`config.mk`:
```
export PLATFORM = sky130hd
export DESIGN_NAME = svdw_isqrt
export DESIGN_NICKNAME = d
export VERILOG_FILES = /design/src/design/svdw_pkg.sv /design/src/design/svdw_isqrt.sv
export SDC_FILE = /design/constraint.sdc
export NUM_CORES = 2
export LEC_CHECK = 0
export BUFFER_PORTS_ARGS = -buffer_cell sky130_fd_sc_hd__buf_2
export CAP_MARGIN = 10
export CORE_UTILIZATION = 55
export CTS_CLUSTER_SIZE = 40
export DETAILED_ROUTE_END_ITERATION = 10
export PLACE_DENSITY = 0.71
export SYNTH_ARGS = -nofsm -noshare
export SYNTH_HDL_FRONTEND = slang
export SYNTH_SLANG_ARGS = --single-unit
```
`constraint.sdc`:
```
create_clock -name clock -period 6.42 [get_ports clock]
set_clock_uncertainty 0.1 [all_clocks]
set_input_delay 0.642 -clock clock [delete_from_list [all_inputs] [get_ports clock]]
set_output_delay 0.642 -clock clock [all_outputs]
set_load 0.01 [all_outputs]
```
`src/design/svdw_pkg.sv`:
```
// Shared widths, register codes and beat types for the sphere pair force block.
package svdw_pkg;

   localparam int NUM_TYPES = 2;
   localparam int POS_W     = 32;
   localparam int RAD_W     = 24;
   localparam int OUT_W     = 48;
   localparam int CFG_W     = 64;
   localparam int NUM_REGS  = 3;
   localparam int ADDR_W    = 5;
   localparam int AD_W      = 27;
   localparam int RSQ_W     = 56;
   localparam int ROOT_W    = 28;
   localparam int RSUM_W    = 25;
   localparam int HAM_W     = 24;
   localparam int GAP_W     = 20;
   localparam int CUT_W     = 20;
   localparam int E_W       = 46;
   localparam int FRAC_W    = 16;
   localparam int FMAG_W    = 62;
   localparam int DEN_W     = 31;

   localparam logic [1:0] REG_AA = 2'd0;
   localparam logic [1:0] REG_AB = 2'd1;
   localparam logic [1:0] REG_BB = 2'd2;

   typedef struct packed {
      logic signed [POS_W-1:0] pos_i_x;
      logic signed [POS_W-1:0] pos_i_y;
      logic signed [POS_W-1:0] pos_i_z;
      logic signed [POS_W-1:0] pos_j_x;
      logic signed [POS_W-1:0] pos_j_y;
      logic signed [POS_W-1:0] pos_j_z;
      logic [RAD_W-1:0]        radius_i;
      logic [RAD_W-1:0]        radius_j;
      logic                    type_i;
      logic                    type_j;
   } req_type;

   typedef struct packed {
      logic signed [OUT_W-1:0] force_x;
      logic signed [OUT_W-1:0] force_y;
      logic signed [OUT_W-1:0] force_z;
      logic signed [OUT_W-1:0] pair_energy;
      logic                    in_range;
   } rsp_type;

   typedef struct packed {
      logic                       inr;
      logic [2:0]                 dpos;
      logic [2:0][AD_W-1:0]       ad;
      logic [RSQ_W-1:0]           rsq;
      logic [RSUM_W-1:0]          radsum;
      logic [RAD_W-1:0]           ri;
      logic [RAD_W-1:0]           rj;
      logic [HAM_W-1:0]           ham;
      logic [GAP_W-1:0]           gmin;
   } front_type;

endpackage

```
`src/design/svdw_isqrt.sv`:
```
// Pipelined integer square root, one result bit per stage.
module svdw_isqrt import svdw_pkg::*; #(
   parameter int NW = RSQ_W,
   parameter int SW = 1
) (
   input  logic            clock,
   input  logic            reset,
   input  logic            en,
   input  logic            in_valid,
   input  logic [NW-1:0]   in_value,
   input  logic [SW-1:0]   in_side,
   output logic            out_valid,
   output logic [NW/2-1:0] out_root,
   output logic [SW-1:0]   out_side
);

   localparam int Steps = NW / 2;

   logic [NW-1:0]    v_ff    [Steps];
   logic [NW-1:0]    res_ff  [Steps];
   logic [SW-1:0]    side_ff [Steps];
   logic [Steps-1:0] vld_ff;

   genvar k;
   generate
      for (k = 0; k < Steps; k++) begin : g_step
         localparam logic [NW-1:0] StepBit = {{(NW-1){1'b0}}, 1'b1} << (NW - 2 - 2*k);
         logic [NW-1:0] v_src;
         logic [NW-1:0] res_src;
         logic [SW-1:0] side_src;
         logic [NW:0]   trial;
         logic [NW-1:0] v_in;
         logic [NW-1:0] res_in;
         if (k == 0) begin : g_first
            assign v_src    = in_value;
            assign res_src  = '0;
            assign side_src = in_side;
         end else begin : g_next
            assign v_src    = v_ff[k-1];
            assign res_src  = res_ff[k-1];
            assign side_src = side_ff[k-1];
         end
         assign trial = {1'b0, res_src} + {1'b0, StepBit};
         always_comb begin
            if ({1'b0, v_src} >= trial) begin
               v_in   = v_src - trial[NW-1:0];
               res_in = (res_src >> 1) + StepBit;
            end else begin
               v_in   = v_src;
               res_in = res_src >> 1;
            end
         end
         always_ff @(posedge clock) begin
            if (en) begin
               v_ff[k]    <= v_in;
               res_ff[k]  <= res_in;
               side_ff[k] <= side_src;
            end
         end
      end
   endgenerate

   always_ff @(posedge clock) begin
      if (reset) begin
         vld_ff <= '0;
      end else if (en) begin
         vld_ff <= {vld_ff[Steps-2:0], in_valid};
      end
   end

   assign out_valid = vld_ff[Steps-1];
   assign out_root  = res_ff[Steps-1][NW/2-1:0];
   assign out_side  = side_ff[Steps-1];

endmodule

```
# Yosys cells after proc, flatten, opt, wreduce, memory -nomap -nowiden

Memories as Yosys holds them, arrays and structs flattened.
Index checks and enable logic that the tools add are counted.

Memory bits (read-only): 0
Output and inout bits: 30
Input port bits: 61
RAM bits: 3164
Flip-flop bits (word level): 28
Bits in latches: 0
Word-level logic and storage cells: 172
Memories: 3

Div/mod/pow operators: 0
Equality and inequality tests: 0
Order comparisons: 28
$mul: 0
Multiplexer cells: 58
Bitwise operators: 0
Add/sub/neg operators: 82
Shift-type cells: 0
Reductions and logical operators: 0

Memory list:

| name    | depth | bits a word | read ports | clocked after Yosys merged registers in | wr ports | RTL line         | text |
|---|---|---|---|---|---|---|---|
| res_ff  | 28    | 56          | 28         | 0                                       | 28       | svdw_isqrt.sv:20 | `logic [NW-1:0] res_ff [Steps];` |
| v_ff    | 28    | 56          | 27         | 0                                       | 28       | svdw_isqrt.sv:19 | `logic [NW-1:0] v_ff [Steps];` |
| side_ff | 28    | 1           | 28         | 0                                       | 28       | svdw_isqrt.sv:21 | `logic [SW-1:0] side_ff [Steps];` |

Operators with widths:

| operator               | number |
|---|---|
| $mux 56                | 55 |
| $ge 56x57->1           | 27 |
| $sub 56x56->56         | 27 |
| $add 56x1->57 const B  | 1 |
| $add 56x11->57 const B | 1 |
| $add 56x13->57 const B | 1 |
| $add 56x15->57 const B | 1 |
| $add 56x17->57 const B | 1 |
| $add 56x19->57 const B | 1 |
| $add 56x21->57 const B | 1 |
| $add 56x23->57 const B | 1 |
| $add 56x25->57 const B | 1 |
| $add 56x27->57 const B | 1 |
| $add 56x29->57 const B | 1 |
| $add 56x3->57 const B  | 1 |
| $add 56x31->57 const B | 1 |
| $add 56x33->57 const B | 1 |
| $add 56x35->57 const B | 1 |
| $add 56x37->57 const B | 1 |
| $add 56x39->57 const B | 1 |
| $add 56x41->57 const B | 1 |
| $add 56x43->57 const B | 1 |
| $add 56x45->57 const B | 1 |
| $add 56x47->57 const B | 1 |
| other kinds (37)       | 38 |

# Depth between registers and ports, before layout

An unclocked memory read counts as a cell.

Depth after elaboration: 4
Depth in mapped cells: 14
Gate-level depth less buffers: 12

# Worst setup path before layout

Ideal clock, no wire load.

Kind: reg-to-reg
Start point: mem v_ff[17][35] (netlist name)
End point: mem v_ff[18][54] (netlist name) (data pin)
Setup slack: 2.975 ns
Setup time: 0.271 ns
Data required time: 6.049 ns
Stages on the path, launching flop included: 13
Arrival time: 3.074 ns
Path buffers: 2
Cells stage by stage: edfxtp_1 > ha_1 > clkbuf_1 > nand4b_1 > or4_1 > nor4_1 > a211oi_1 > o31ai_1 > clkbuf_1 > and3b_1 > o21ai_1 > nor4_1 > xor2_1

RTL lines:

| item        | RTL line |
|---|---|
| from (decl) | svdw_isqrt.sv:19 |

==> flow_metrics.py <==
metrics = {
    "timing": {
        "slew-limit-headroom": 0.0966,
        "min_period_over_period": 0.827,
        "fin_crit_ns": 5.31,
        "tightest_slew_ns": 1.35,
        "hold_viol": 0,
        "fmax_mhz": 188,
        "fin_setup_tns_ns": 0,
        "drv_slew": 0,
        "setup_viol": 0,
        "finalWorstSetupSlack_ns": 1.11,
        "rsz0062_at_grt": "false",
    },
    "run_status": {
        "outcome": "complete, no violations",
    },
    "worst_setup_path": {
        "cpLargestDelayFamily": "simple AND/OR/NAND/NOR gates",
        "startpoint": "v_ff[22][39]",
        "r2r_start": "v_ff[22][39]",
        "cp_data_required_time_ns": 6.90,
        "critPathSlowestCell": "nor4b_1",
        "crit_path_cell_trace": "or4_1 > or3_1 > nor4_1 > nor4b_1 > or4_1 > or2_1 > buf_4 > o2111ai_1 > xnor2_1",
        "crit_top_cell": "or4_1",
        "cpPeakStageDelay_ns": 1.13,
        "arrival_ns": 5.79,
        "path_class": "reg2reg",
        "path_buf_inv": 1,
        "cp_max_fo": 45,
        "crit_path_end_kind": "flop",
        "start_kind": "flop",
    },
    "pwr": {
        "seqPwrFrac": 0.480,
        "ir_drop_uv": 281,
        "power_mw": 36.4,
        "p_leak_nw": 38.9,
        "power_frac_comb": 0.197,
        "p_int_mw": 25.9,
        "p_clk_frac": 0.323,
        "p_sw_mw": 10.5,
        "power_density_nw_per_um2": 349,
        "switching_share": 0.289,
    },
    "placed_design": {
        "dp_hpwl_um": 158000,
        "port_buffers": 90,
        "pre_cts_ws_ns": 1.35,
        "finalWeightedCongestion": 0.920,
    },
    "global_routing": {
        "use_met2": 0.418,
        "grt_pass1_wl_um": 332000,
        "busiest_layer": "met2",
        "grtUsageTotal": 0.247,
        "antenna_found_initial": 4,
        "gr-usage-met3": 0.0345,
        "grt_max_degree": 207,
        "first_global_vias": 57600,
        "gr-usage-met1": 0.337,
        "overflow": 0,
    },
    "floorplan": {
        "die_h_um": 415,
        "rows": 151,
        "coreArea_um2": 169000,
        "die_x_um": 415,
        "initial_core_util": 0.554,
        "die-area_um2": 172000,
        "ioPinCount": 91,
    },
    "clock_network": {
        "cts_sinks": 1974,
        "clk_pin_slew_ns": 0.06,
        "cts-resized-gates": 0,
        "hold_buffers": 57,
        "h-tree-depth": 4,
        "clockBufferDepth": 3,
        "cts_setup_buffers": 0,
        "worstSkewPairLatency_ns": 0.86,
        "root_buffer": "clkbuf_16",
        "cts_tree": "built",
        "cts_made_buffers": 200,
    },
    "logic_synthesis": {
        "syn_nets": 7897,
        "synth_flop_cell": "edfxtp_1",
        "synth.distinct_cells": 85,
        "synthArstFlopShare": 0,
        "synth_area_um2": 93700,
        "synth-edff-count": 1946,
        "synth_cells": 7404,
        "yosysSeqAreaShare": 0.629,
        "yosysWarningCount": 0,
        "syn_area_per_cell_um2": 12.7,
        "ys_ff_latch": 1974,
    },
    "drt": {
        "wl_um": 216000,
        "final_antenna_net_count": 0,
        "wl_per_cell_um": 21.5,
        "drcViolationCount": 0,
        "vias": 59700,
        "drt_first_iter_violations": 5708,
        "drt_first_pass_iters": 5,
        "vias_per_cell": 5.94,
    },
    "finish": {
        "fin_nets": 8147,
        "syn_to_final_growth_pct": 11.2,
        "final_util": 0.616,
        "drive_above_1_share": 0.0726,
    },
    "min_path": {
        "hold_class": "in2reg",
        "min-delay-start": "in_value[54]",
    },
    "run": {
        "maxCapViolCount": 0,
    },
}
## registers in the layout, indices dropped and copies added, names as in the netlist
register,count
v_ff,1512
res_ff,406
side_ff,28
vld_ff,28
## cell families after synthesis
kind of cell	after synthesis	synth area share
adders and majority gates	432	0.0577
AOI/OAI and AO/OA	1355	0.0893
DFF	1974	0.629
buffers and inverters	682	0.0275
xor gates and xnor gates	661	0.0618
muxes	113	0.0130
and+or+nand+nor	2187	0.121
## synth_stat cells, drive strengths merged, types with 40 or more instances
master | n | area share
edfxtp | 1946 | 0.62
nor2 | 542 | 0.022
inv | 535 | 0.021
a21oi | 487 | 0.026
ha | 432 | 0.058
nand2 | 417 | 0.017
xnor2 | 378 | 0.035
o21ai | 317 | 0.017
xor2 | 283 | 0.026
nor4 | 258 | 0.017
nor3 | 205 | 0.011
a21o | 128 | 0.010
nand3 | 125 | 0.0067
clkbuf | 120 | 0.0048
nand4 | 113 | 0.0075
nand2b | 87 | 0.0058
or3 | 79 | 0.0053
or4 | 79 | 0.0064
mux2 | 71 | 0.0085
o21a | 66 | 0.0053
nor2b | 58 | 0.0039
o31ai | 43 | 0.0034
mux2i | 42 | 0.0045
nor4b | 40 | 0.0039
## worst register-to-register path, cell delays in order (launching register included)
cell	delay, ns
edfxtp_1	0.48
or4_1	0.70
or3_1	0.42
nor4_1	0.68
nor4b_1	1.13
or4_1	0.29
or2_1	0.22
buf_4	0.46
o2111ai_1	0.37
xnor2_1	0.21
## layout make-up
| type | count | area, µm² |
|---|---|---|
| diodes | 2 | 5.00 |
| clock buffers | 242 | 5240 |
| clock inverters | 132 | 1500 |
| fillers | 12900 | 65000 |
| inverters | 535 | 2010 |
| multi-input cells | 4748 | 32200 |
| flip-flops and latches | 1974 | 59000 |
| well taps | 2218 | 2780 |
| repair buffers | 195 | 1490 |
## metrics by stage
| step | area (µm²) | instances | hold WS [ns] |
|---|---|---|---|
| 3_5_place_dp | 96900 | 9613 | 0.305 |
| 5_1_grt | 104000 | 10000 | 0.106 |
| 2_1_floorplan | 93700 | 7404 | 0.300 |
| 4_1_cts | 104000 | 10000 | 0.0406 |
| 3_3_place_gp | 96900 | 9611 | 0.300 |
| 6_report | 104000 | 10000 | 0.122 |
## layout by cell type (no fill, tap or decap), drive strengths merged, types with 205 or more instances in the layout
master / count
clkbuf: 242
edfxtp: 1946
nor4: 258
nand2: 417
xor2: 283
ha: 432
nor3: 205
o21ai: 317
xnor2: 378
inv: 540
a21oi: 487
nor2: 542
## power by group through the flow
stage	clock [mW]	sequential, mW	combinational (mW)
global route	12.5	17.6	7.88
finish	11.8	17.5	7.16
floorplan	0	17.1	5.20
CTS	12.0	17.5	7.09
detailed placement	0	17.7	7.01
global placement	0	17.7	6.91
## final timing paths
kind	slack (ns)	depth (start not counted)	end
hold / removal	0.12	3	v_ff[0][54]
setup reg to reg	1.11	9	v_ff[23][48]
hold reg to reg	0.31	0	side_ff[1][5]
setup / recovery	1.11	9	v_ff[23][48]
## routing by layer
layer,wire [µm],part of all wire
met4,5100,0.024
met3,11900,0.055
met5,0,0
met2,106000,0.49
met1,93100,0.43
No activity file was read; power rests on OpenSTA's default activity.
